===== src/rtl/mba_pkg.sv =====
package mba_pkg;

    localparam int SHARE_FIELD_W = 64;
    localparam int RAND_FIELD_W  = 32;
    localparam int CFG_DATA_W    = 6;
    localparam int CFG_IDX_W     = 1;
    localparam int PLANE_W       = 6;

    localparam int NSHARES_DEFAULT = 2;
    localparam int LANES_DEFAULT   = 32;

    localparam logic [PLANE_W-1:0] WORD_BITS_RESET = 6'd13;
    localparam logic [PLANE_W-1:0] WORD_BITS_MIN   = 6'd1;
    localparam logic [PLANE_W-1:0] WORD_BITS_MAX   = 6'd32;

    typedef enum logic [CFG_IDX_W-1:0] {
        REG_WORD_BITS   = 1'b0,
        REG_EXTRA_CARRY = 1'b1
    } reg_idx_t;

    // Per-plane control broadcast to every lane
    typedef struct packed {
        logic first;   // plane zero: carry input is not used
        logic update;  // load the new carry at this edge
    } lane_ctrl_t;

    typedef struct packed {
        logic [SHARE_FIELD_W-1:0] sum;
        logic [PLANE_W-1:0]       idx;
        logic                     last;
        logic                     done;
    } result_t;

    // PINI cross term for one share pair
    function automatic logic pini_bit(input logic a, input logic b, input logic r);
        pini_bit = (~a & r) ^ (a & (b ^ r));
    endfunction

endpackage


===== src/rtl/mba_lane.sv =====
module mba_lane #(
    parameter int NSHARES = mba_pkg::NSHARES_DEFAULT,
    parameter int LANES   = mba_pkg::LANES_DEFAULT,
    parameter int LANE_ID = 0,
    parameter int NPAIRS  = NSHARES * (NSHARES - 1) / 2
) (
    input  logic                clk,
    input  logic                rst_n,
    input  mba_pkg::lane_ctrl_t ctrl,
    input  logic [NSHARES-1:0]  x,
    input  logic [NSHARES-1:0]  y,
    input  logic [NPAIRS-1:0]   rnd,
    output logic [NSHARES-1:0]  sum,
    output logic [NSHARES-1:0]  carry_next
);

    logic [NSHARES-1:0] carry_reg;
    logic [NSHARES-1:0] share_ok;
    logic [NSHARES-1:0] a;
    logic [NSHARES-1:0] b;
    logic [NSHARES-1:0] xin;
    logic [NSHARES-1:0] t;

    // Share bits that fall past the packed field are dropped
    for (genvar d = 0; d < NSHARES; d++)
    begin : g_ok
        assign share_ok[d] = ((d * LANES + LANE_ID) < mba_pkg::SHARE_FIELD_W) ? 1'b1 : 1'b0;
    end

    always_comb
    begin
        if (ctrl.first)
        begin
            a   = x;
            b   = y;
            xin = '0;
        end
        else
        begin
            a   = x ^ y;
            b   = x ^ carry_reg;
            xin = x;
        end
    end

    always_comb
    begin
        int p;
        p = 0;
        t = a & b;
        for (int i = 0; i < NSHARES - 1; i++)
        begin
            for (int j = i + 1; j < NSHARES; j++)
            begin
                t[i] = t[i] ^ mba_pkg::pini_bit(a[i], b[j], rnd[p]);
                t[j] = t[j] ^ mba_pkg::pini_bit(a[j], b[i], rnd[p]);
                p = p + 1;
            end
        end
    end

    assign carry_next = (t ^ xin) & share_ok;
    assign sum = (x ^ y ^ (ctrl.first ? '0 : carry_reg)) & share_ok;

    always_ff @(posedge clk or negedge rst_n)
    begin
        if (!rst_n)
        begin
            carry_reg <= '0;
        end
        else if (ctrl.update)
        begin
            carry_reg <= carry_next;
        end
    end

endmodule


===== src/rtl/mba_outq.sv =====
module mba_outq (
    input  logic             clk,
    input  logic             rst_n,
    input  logic             push,
    input  logic             need_two,
    input  mba_pkg::result_t res0,
    input  mba_pkg::result_t res1,
    input  logic             out_stall,
    output logic             full,
    output logic             out_valid,
    output mba_pkg::result_t head
);

    mba_pkg::result_t slot_reg [2];
    mba_pkg::result_t slot_next [2];
    logic [1:0] cnt_reg;
    logic [1:0] cnt_next;
    logic [1:0] cnt_pop;
    logic [2:0] need;
    logic       pop;

    assign out_valid = (cnt_reg != 2'd0);
    assign head      = slot_reg[0];
    assign pop       = out_valid & ~out_stall;
    assign cnt_pop   = cnt_reg - {1'b0, pop};
    assign need      = need_two ? 3'd2 : 3'd1;
    // room counts the slot freed by a transfer in the same cycle
    assign full      = (({1'b0, cnt_pop} + need) > 3'd2);

    always_comb
    begin
        slot_next[0] = slot_reg[0];
        slot_next[1] = slot_reg[1];
        cnt_next     = cnt_pop;
        if (pop)
        begin
            slot_next[0] = slot_reg[1];
        end
        if (push)
        begin
            if (cnt_pop == 2'd0)
            begin
                slot_next[0] = res0;
                slot_next[1] = res1;
            end
            else
            begin
                slot_next[1] = res0;
            end
            cnt_next = cnt_pop + (need_two ? 2'd2 : 2'd1);
        end
    end

    always_ff @(posedge clk or negedge rst_n)
    begin
        if (!rst_n)
        begin
            cnt_reg <= 2'd0;
        end
        else
        begin
            cnt_reg <= cnt_next;
        end
    end

    always_ff @(posedge clk)
    begin
        slot_reg[0] <= slot_next[0];
        slot_reg[1] <= slot_next[1];
    end

endmodule


===== src/rtl/masked_bitslice_adder_top.sv =====
// Boolean-masked bitsliced ripple-carry adder. Each transfer on the input
// carries one bit plane (all shares of both operands plus one random lane
// word per share pair), least significant plane first; each plane gives one
// plane of sum shares, and with extra_carry_bit set the last plane also gives
// the carry-out plane. One input item is taken per clock unless in_stall is
// high; the masked carry is a single register per lane fed back per plane, so
// planes stream back to back. Results pass through a two-entry output queue:
// an item that yields two results needs both entries free (counting one
// leaving in the same cycle), so sustained output is one result per clock
// unless out_stall is high. word_bits and extra_carry_bit must be written
// only while idle (not enforced); writes do not clear carry or plane count.
module masked_bitslice_adder_top #(
    parameter int NSHARES = mba_pkg::NSHARES_DEFAULT,
    parameter int LANES   = mba_pkg::LANES_DEFAULT
) (
    input  logic                                  clk,
    input  logic                                  rst_n,
    input  logic                                  cfg_we,
    input  logic [mba_pkg::CFG_IDX_W-1:0]         cfg_index,
    input  logic [mba_pkg::CFG_DATA_W-1:0]        cfg_data,
    input  logic                                  in_valid,
    output logic                                  in_stall,
    input  logic [mba_pkg::SHARE_FIELD_W-1:0]     first_shares,
    input  logic [mba_pkg::SHARE_FIELD_W-1:0]     second_shares,
    input  logic [mba_pkg::RAND_FIELD_W-1:0]      random_words,
    output logic                                  out_valid,
    input  logic                                  out_stall,
    output logic [mba_pkg::SHARE_FIELD_W-1:0]     sum_shares,
    output logic [mba_pkg::PLANE_W-1:0]           plane_index,
    output logic                                  last_of_run,
    output logic                                  word_done
);

    localparam int NPAIRS = NSHARES * (NSHARES - 1) / 2;

    logic [mba_pkg::PLANE_W-1:0] word_bits_reg;
    logic                        extra_reg;
    logic [mba_pkg::PLANE_W-1:0] plane_reg;
    logic [mba_pkg::PLANE_W-1:0] plane_next;
    logic [mba_pkg::PLANE_W-1:0] bits_eff;
    logic                        is_last;
    logic                        two_res;
    logic                        accept;
    logic                        q_full;
    mba_pkg::lane_ctrl_t         ctrl;
    mba_pkg::result_t            res0;
    mba_pkg::result_t            res1;
    mba_pkg::result_t            head;

    logic [NSHARES-1:0] x_lane [LANES];
    logic [NSHARES-1:0] y_lane [LANES];
    logic [NPAIRS-1:0]  r_lane [LANES];
    logic [NSHARES-1:0] s_lane [LANES];
    logic [NSHARES-1:0] c_lane [LANES];
    logic [mba_pkg::SHARE_FIELD_W-1:0] sum_word;
    logic [mba_pkg::SHARE_FIELD_W-1:0] carry_word;

    always_ff @(posedge clk or negedge rst_n)
    begin
        if (!rst_n)
        begin
            word_bits_reg <= mba_pkg::WORD_BITS_RESET;
            extra_reg     <= 1'b0;
        end
        else if (cfg_we)
        begin
            case (mba_pkg::reg_idx_t'(cfg_index))
                mba_pkg::REG_WORD_BITS:   word_bits_reg <= cfg_data;
                mba_pkg::REG_EXTRA_CARRY: extra_reg     <= cfg_data[0];
                default:                  ;
            endcase
        end
    end

    assign bits_eff = (word_bits_reg == '0) ? mba_pkg::WORD_BITS_MIN :
                      ((word_bits_reg > mba_pkg::WORD_BITS_MAX) ? mba_pkg::WORD_BITS_MAX
                                                                 : word_bits_reg);
    // a count left past the end after word_bits was lowered acts as last
    assign is_last  = (plane_reg >= (bits_eff - 6'd1));
    assign two_res  = is_last & extra_reg;
    assign in_stall = q_full;
    assign accept   = in_valid & ~q_full;

    assign ctrl.first  = (plane_reg == '0);
    assign ctrl.update = accept & ~(~ctrl.first & is_last & ~extra_reg);

    assign plane_next = is_last ? '0 : plane_reg + 6'd1;

    always_ff @(posedge clk or negedge rst_n)
    begin
        if (!rst_n)
        begin
            plane_reg <= '0;
        end
        else if (accept)
        begin
            plane_reg <= plane_next;
        end
    end

    // unpack shares and randomness into per-lane bit groups
    always_comb
    begin
        for (int l = 0; l < LANES; l++)
        begin
            x_lane[l] = '0;
            y_lane[l] = '0;
            r_lane[l] = '0;
        end
        for (int k = 0; k < mba_pkg::SHARE_FIELD_W; k++)
        begin
            if ((k / LANES) < NSHARES)
            begin
                x_lane[k % LANES][k / LANES] = first_shares[k];
                y_lane[k % LANES][k / LANES] = second_shares[k];
            end
        end
        for (int k = 0; k < mba_pkg::RAND_FIELD_W; k++)
        begin
            if ((k / LANES) < NPAIRS)
            begin
                r_lane[k % LANES][k / LANES] = random_words[k];
            end
        end
    end

    for (genvar l = 0; l < LANES; l++)
    begin : g_lane
        mba_lane #(
            .NSHARES (NSHARES),
            .LANES   (LANES),
            .LANE_ID (l),
            .NPAIRS  (NPAIRS)
        ) u_lane (
            .clk        (clk),
            .rst_n      (rst_n),
            .ctrl       (ctrl),
            .x          (x_lane[l]),
            .y          (y_lane[l]),
            .rnd        (r_lane[l]),
            .sum        (s_lane[l]),
            .carry_next (c_lane[l])
        );
    end

    // merge lane outputs back into packed share words
    always_comb
    begin
        sum_word   = '0;
        carry_word = '0;
        for (int k = 0; k < mba_pkg::SHARE_FIELD_W; k++)
        begin
            if ((k / LANES) < NSHARES)
            begin
                sum_word[k]   = s_lane[k % LANES][k / LANES];
                carry_word[k] = c_lane[k % LANES][k / LANES];
            end
        end
    end

    assign res0.sum  = sum_word;
    assign res0.idx  = plane_reg;
    assign res0.last = ~two_res;
    assign res0.done = is_last & ~extra_reg;
    assign res1.sum  = carry_word;
    assign res1.idx  = bits_eff;
    assign res1.last = 1'b1;
    assign res1.done = 1'b1;

    mba_outq u_outq (
        .clk       (clk),
        .rst_n     (rst_n),
        .push      (accept),
        .need_two  (two_res),
        .res0      (res0),
        .res1      (res1),
        .out_stall (out_stall),
        .full      (q_full),
        .out_valid (out_valid),
        .head      (head)
    );

    assign sum_shares  = head.sum;
    assign plane_index = head.idx;
    assign last_of_run = head.last;
    assign word_done   = head.done;

endmodule


===== config.mk =====
export PLATFORM = sky130hd
export DESIGN_NAME = masked_bitslice_adder_top
export DESIGN_NICKNAME = d
export VERILOG_FILES = /design/src/rtl/mba_pkg.sv /design/src/rtl/mba_lane.sv /design/src/rtl/mba_outq.sv /design/src/rtl/masked_bitslice_adder_top.sv
export SDC_FILE = /design/constraint.sdc
export NUM_CORES = 1
export LEC_CHECK = 0
export ABC_AREA = 1
export BUFFER_PORTS_ARGS = -buffer_cell sky130_fd_sc_hd__buf_2
export CORE_MARGIN = 10
export CORE_UTILIZATION = 50
export CTS_BUF_LIST = sky130_fd_sc_hd__clkbuf_2 sky130_fd_sc_hd__clkbuf_4 sky130_fd_sc_hd__clkbuf_8
export DETAILED_ROUTE_END_ITERATION = 12
export GPL_TIMING_DRIVEN = 0
export PLACE_DENSITY = 0.74
export SLEW_MARGIN = 20
export SYNTH_ARGS = -nofsm -noshare
export SYNTH_HDL_FRONTEND = slang
export SYNTH_SLANG_ARGS = --single-unit
export TNS_END_PERCENT = 5

===== constraint.sdc =====
create_clock -name clk -period 12.3 [get_ports clk]
set_input_delay 1.23 -clock clk [delete_from_list [all_inputs] [get_ports clk]]
set_output_delay 1.23 -clock clk [all_outputs]
set_load 0.02 [all_outputs]

== Yosys cells after proc, flatten, opt, wreduce, memory -nomap -nowiden ==
Memories as Yosys holds them, arrays and structs flattened.
Cells that the tools add are included.

* Register bits after elaboration: 79
* RAM bits: 144
* Bits of input ports: 172
* Output and inout bits: 74
* Logic and storage cells: 747
* Memories kept: 1

* Add/sub/neg operators: 5
* Order comparisons: 3
* Muxes and demuxes: 138
* Bitwise operators: 558
* Reduce and logical (&&, ||, !) cells: 6

{| class="wikitable"
|+ Memory list
! memory !! depth !! bits a word !! read ports !! clocked after memory_dff !! write ports !! RTL line !! source
|-
| u_outq.slot_reg || 2 || 72 || 2 || 0 || 2 || mba_outq.sv:14 || <nowiki>mba_pkg::result_t slot_reg [2];</nowiki>
|}

{| class="wikitable"
|+ Operators with widths
! operator !! number
|-
| 2-bit 2-to-1 mux || 131
|-
| 2-bit XOR || 128
|-
| 72-bit 2-to-1 mux || 3
|-
| 1-bit XOR || 192
|-
| 144-bit 2-to-1 mux || 1
|-
| 1-bit bitwise AND || 135
|-
| 1-bit NOT || 71
|-
| 2-bit bitwise AND || 32
|-
| 6-bit 2-to-1 mux || 3
|-
| 6-bit logical NOT || 2
|-
| 6-bit by 1-bit adder with 6-bit output, second input constant || 1
|-
| 6-bit >= comparator || 1
|-
| 6-bit greater-than comparator, second input constant || 1
|-
| 6-bit by 1-bit subtractor with 6-bit output, second input constant || 1
|-
| 2-bit AND reduction || 2
|-
| 2-bit by 3-bit adder with 3-bit output || 1
|-
| 3-bit by 2-bit greater-than comparator with 1-bit output, second input constant || 1
|-
| 2-bit adder || 1
|-
| 2-bit logical NOT || 1
|-
| 2-bit nonzero test || 1
|-
| 2-bit by 1-bit subtractor with 2-bit output || 1
|}

== Depth between registers and ports, before layout ==
* Depth in word-level cells: 12
* Gate-level depth with buffers: 23
* Depth with buffers taken out: 23

== Hierarchy ==
From an unflattened synthesis, not the netlist that was laid out.

* Cell total of the unflattened synthesis: 2969
* Area, all modules: 18400.1 um^2

{| class="wikitable"
|+ Modules (own cells, without submodules)
! module !! times used !! cells an instance !! area each (um^2)
|-
| mba_lane || 32 || 59 || 319.1
|-
| mba_outq || 1 || 948 || 7229.4
|-
| masked_bitslice_adder_top || 1 || 133 || 960.9
|}

== Least setup slack after synthesis ==
No wires, ideal clock.

* Kind: input -> register
* From: in out_stall
* To: reg g_lane[0].u_lane.carry_reg[1]
* Data arrival time: 4.655 ns
* Data required time: 12.183 ns
* Path slack: 7.528 ns
* Stages: 15
* Cell sequence: a21oi_1 buf_2 clkbuf_1 ha_1 inv_1 ha_1 fa_1 nand2_1 nand3_1 inv_2 nand2_1 buf_2 buf_2 nand2_1 nand2_1

* Word-level cells in the longest chain between the ends: 8

{| class="wikitable"
|+ RTL lines
! item !! RTL line !! source
|-
| start, declared || masked_bitslice_adder_top.sv:27 || <nowiki>input logic out_stall,</nowiki>
|-
| 1-bit NOT || mba_outq.sv:24 || <nowiki>assign pop = out_valid & ~out_stall;</nowiki>
|-
| 1-bit bitwise AND || mba_outq.sv:24 ||
|-
| 2-bit by 1-bit subtractor with 2-bit output || mba_outq.sv:25 || <nowiki>assign cnt_pop = cnt_reg - {1'b0, pop};</nowiki>
|-
| 2-bit by 3-bit adder with 3-bit output || mba_outq.sv:28 || <nowiki>assign full = (({1'b0, cnt_pop} + need) > 3'd2);</nowiki>
|-
| 3-bit by 2-bit greater-than comparator with 1-bit output || mba_outq.sv:28 ||
|-
| 1-bit NOT || masked_bitslice_adder_top.sv:82 || <nowiki>assign accept = in_valid & ~q_full;</nowiki>
|-
| 1-bit bitwise AND || masked_bitslice_adder_top.sv:82 ||
|-
| net accept || masked_bitslice_adder_top.sv:43 || <nowiki>logic accept;</nowiki>
|-
| 1-bit bitwise AND || masked_bitslice_adder_top.sv:85 || <nowiki>assign ctrl.update = accept & ~(~ctrl.first & is_last & ~extra_reg);</nowiki>
|-
| end signal, assigned || mba_lane.sv:73 || <nowiki>carry_reg <= carry_next;</nowiki>
|-
| end, declared || mba_lane.sv:17 || <nowiki>logic [NSHARES-1:0] carry_reg;</nowiki>
|}

The timed path passes the listed nets, and every way through them passes these cells.
A chain may end at the register's enable or synchronous reset.

== Final worst setup path ==
* From: reg word_bits_reg[1] (netlist bit)
* To: out in_stall

* Word-level cells in the longest chain between the ends: 9
* Elaborated cells between the ends (all ways): 10
* Those cells by class: add/sub (2); order compare (3); mux (3); bitwise (1); reduce/logical (1)

{| class="wikitable"
|+ RTL lines
! item !! RTL line !! source
|-
| start, declared || masked_bitslice_adder_top.sv:36 || <nowiki>logic [mba_pkg::PLANE_W-1:0] word_bits_reg;</nowiki>
|-
| start signal, assigned || masked_bitslice_adder_top.sv:62 || <nowiki>word_bits_reg <= mba_pkg::WORD_BITS_RESET;</nowiki>
|-
| start signal, assigned || masked_bitslice_adder_top.sv:68 || <nowiki>mba_pkg::REG_WORD_BITS: word_bits_reg <= cfg_data;</nowiki>
|-
| 6-bit greater-than comparator || masked_bitslice_adder_top.sv:76 || <nowiki>((word_bits_reg > mba_pkg::WORD_BITS_MAX) ? mba_pkg::WORD_BITS_MAX</nowiki>
|-
| 6-bit 2-to-1 mux || masked_bitslice_adder_top.sv:76 ||
|-
| 6-bit 2-to-1 mux (*) || masked_bitslice_adder_top.sv:75 || <nowiki>assign bits_eff = (word_bits_reg == '0) ? mba_pkg::WORD_BITS_MIN :</nowiki>
|-
| 6-bit by 1-bit subtractor with 6-bit output (*) || masked_bitslice_adder_top.sv:79 || <nowiki>assign is_last = (plane_reg >= (bits_eff - 6'd1));</nowiki>
|-
| 6-bit >= comparator (*) || masked_bitslice_adder_top.sv:79 ||
|-
| 1-bit bitwise AND (*) || masked_bitslice_adder_top.sv:80 || <nowiki>assign two_res = is_last & extra_reg;</nowiki>
|-
| 2-bit 2-to-1 mux (*) || mba_outq.sv:26 || <nowiki>assign need = need_two ? 3'd2 : 3'd1;</nowiki>
|-
| 2-bit by 3-bit adder with 3-bit output (*) || mba_outq.sv:28 ||
|-
| 3-bit by 2-bit greater-than comparator with 1-bit output (*) || mba_outq.sv:28 ||
|-
| end, declared || masked_bitslice_adder_top.sv:22 || <nowiki>output logic in_stall,</nowiki>
|}

Mark *: on every way between the ends. The rest lies on a longest branch, timed or not.

==> results by group <==
Global routing
  • Antenna violations before repair: 6
  • Tot GR Track Use: 0.3085
  • Global-route wire length before repair: approximately 110000 um
  • Largest net degree at the start of global routing: between 50 and 60
  • Remaining Overflow, GRT: 0
  • Vias in the first global route: 19.64k

Synthesis
  • Synth top area share: 0.2878
  • Synth cell types: 32
  • Post-synth top cells: 1454 x nand2_1, 283 x inv_1, 149 x nor2_1
  • Ys flop type: dfrtp_1
  • Syn Nets: 3257
  • EDFF count, synth: 72
  • Ys Warns: 0
  • Synth Area in Adders: 0.008315
  • Syn Inst Count: 3073
  • Post-synth ARST share: 0.3543
  • Seq/Total Area, Yosys: 0.2945
  • Area leader, netlist: nand2_1
  • Most common cell in the netlist: nand2_1
  • Seq cells post-synth: 223
  • Simple-Gate Fraction of Synth Area: 0.3982
  • Synth Area in Compound Gates: 0.04778
  • Top post-synthesis cells by area: nand2_1 29%, edfxtp_1 11%, dfrtp_1 10%, dfxtp_1 7.6%, xnor2_1 6.0%
  • Largest family of logic cells by synthesized area: simple AND/OR/NAND/NOR gates
  • Xor/xnor share of the synthesized area: 0.1062
  • Mux share of post-synthesis cell area: 0.001782
  • Synth Cell Area: between 0.015 and 0.02 sq mm
  • Synthesized area per cell: between 6 and 7 sq um

Clocking
  • # Post-CTS Setup Buffers: 0
  • Clock buffer depth: 3
  • Root Buffer: clkbuf_8
  • H-tree depth: 2
  • Num CTS Buffers: between 40 and 50
  • CTS resizes: 0
  • Worst-skew pair later-pin latency: between 0.6 and 0.7 ns
  • Hold Buf Count CTS: 0
  • Sink Count: 223
  • Clock transition at path regs: 0.06 ns
  • TritonCTS clock tree: done

Floorplanning
  • Core ar.: roughly 0.038 sq mm
  • IO Pins: 246
  • Initial Util: 0.5046
  • Die extent in y: between 200 and 250 um
  • Die width: ~210 um
  • Die area: ~0.046 sq mm
  • Num rows: approximately 70

Pwr
  • Tot Pwr: about 7.6 mW
  • Psw: between 4 and 5 mW
  • Sequential Power Share: 0.211
  • Power Density: between 300 and 400 mW/mm^2
  • Clock network power share: 0.104
  • Switching Share: 0.5584
  • Comb power frac: 0.685
  • Leak: between 10 and 15 nW
  • Internal power: between 3 and 4 mW
  • Max IR drop VDD: ~0.00023 V

Timing
  • FMAX: 0.1878 GHz
  • Worst Tran Pin Value: 0.9137 ns
  • Final Skew: between 0.03 and 0.04 ns
  • Fin. max-slew vios: 0
  • RSZ-0062 raised after global routing: false
  • TNS Setup: 0 ns
  • Worst relative slew slack: 0.3908
  • Final Hold Violating Endpoints: 0
  • Final Worst Setup Slack: around 7.0 ns
  • Min Tclk post-route: between 5 and 6 ns
  • Tcrit/Tclk final: 0.4330
  • Final setup fails: 0
  • Hold Slack: between 0.4 and 0.5 ns

Outcome
  • Run status: finished clean

Place
  • Global placement routability congestion: around 0.95
  • Post-DP HPWL: between 50000 and 60000 um
  • Pre-CTS WS: around 6.6 ns
  • DP Area: 0.02058 sq mm
  • I/O Buffers: 182

Detailed routing
  • Remaining DRCs: 0
  • DRT Pass-1 Iters: 8
  • Routed Antenna Nets: 0
  • Routed len/inst: between 15 and 20 um
  • Via density per instance: roughly 5.4
  • Drt first-iter violations: about 2.4k
  • Total wire length: about 74000 um
  • Vias: between 20k and 25k

Finish
  • Area Overhead vs Synth: 13.26%
  • Max reg flops: about 140
  • Cell area after layout: 0.02147 sq mm
  • Share of post-route cells with drive strength above 1: 0.1364
  • Nets: roughly 3.5k
  • Layout fillers: roughly 3.7k

Critical path
  • Crit Path Class: reg2out
  • Worst Setup End Kind: primary output
  • FF-to-FF setup slack: 7.05 ns
  • Worst Setup Start Kind: register
  • Worst EP required: around 11 ns
  • CP arrival: approximately 4.1 ns
  • Worst-path fanout max: 5

Worst hold path
  • Min-delay worst type: reg2reg

Run
  • Max Cap Violations: 0
through the flow:
stage	std cells	utilization
after floorplan	3073	-
after global placement	3766	0.5458
after detailed placement	3768	0.5476
after CTS	3847	0.5711
after global routing	3850	0.5713
final	3852	0.5715
power by group through the flow:
stage / Sequential (mW) / Combinational (mW) / Clock (mW)
final: 1.61 / 5.21 / 0.793
after detailed placement: 1.61 / 5.05 / 0
after CTS: 1.60 / 5.07 / 0.799
after global placement: 1.61 / 4.91 / 0
after floorplan: 1.54 / 3.47 / 0
after global routing: 1.64 / 5.66 / 0.835
placed cells by master (no fill, tap or decap), drive strengths merged:
cell type	netlist	layout
nor2	153	153
o21a	1	1
o21ai	79	79
nand2	1454	1454
xor2	100	100
nor3	1	1
o211ai	1	1
xnor2	130	130
diode	0	5
nor3b	1	1
a21oi	9	9
inv	289	289
a31oi	72	72
dfrtp	76	76
edfxtp	72	72
clkbuf	99	173
mux2	3	3
dfstp	3	3
conb	1	1
nand3	134	134
clkinv	0	5
fa	1	1
dfxtp	72	72
buf	182	366
nand4	129	129
ha	11	11
worst max-delay path: stages (launching register included):
cell	delay, ns
dfrtp_1	0.39
nor2_1	0.12
nand4_1	0.13
a21oi_1	0.23
inv_1	0.11
ha_1	0.24
o211ai_1	0.11
xor2_1	0.10
ha_1	0.28
nand2_1	0.08
nor2_1	0.12
o21ai_0	0.09
nand3_1	0.24
nand2_1	0.16
ha_1	0.25
fa_1	0.54
nand2_1	0.08
nand2_1	0.07
buf_2	0.17
area by class of cell:
class	count	area (sq um)	area share
Antenna cell	5	12.51	0.0005826
Buffer	281	1627	0.07574
Multi-Input combinational cell	2280	10670	0.4966
Clock inverter	5	22.52	0.001049
Sequential cell	223	5584	0.2600
Clock buffer	74	862.1	0.04014
Tap cell	511	639.4	0.02977
Timing Repair Buffer	184	972.2	0.04527
Inverter	289	1090	0.05075
cell families (layout without fill, tap and decap cells):
family          count (synthesis)  after routing
xor+xnor                      230            230
fa+ha+maj                      12             12
buf+inv                       570            833
flops                         223            223
simple gates                 1872           1872
mux                             3              3
other cells                     1              6
compound gates                162            162
final timing paths:
path | from | endpoint | depth (start not counted)
worst max-delay path | word_bits_reg[1] | in_stall | 18
worst min-delay path | u_outq.slot_reg[0][54] | u_outq.slot_reg[0][54] | 2
worst max register to register | word_bits_reg[1] | g_lane[19].u_lane.carry_reg[0] | 24
worst min register to register | u_outq.slot_reg[0][54] | u_outq.slot_reg[0][54] | 2
max in group asynchronous | rst_n | word_bits_reg[2] | 2
min in group asynchronous | rst_n | extra_reg | 1
metal layers:
metal | wire, um | track usage | vias to the layer above | share of wire
met3 | 8196 | 0.07444 | 242 | 0.11
met1 | 28770 | 0.3816 | 9584 | 0.39
met4 | 3615 | 0.1430 | 4 | 0.049
met5 | 29 | 0 | - | 0.00039
met2 | 33710 | 0.4986 | 1230 | 0.45
li1 | - | - | 9909 | -
(Power assumes the default switching activity.)
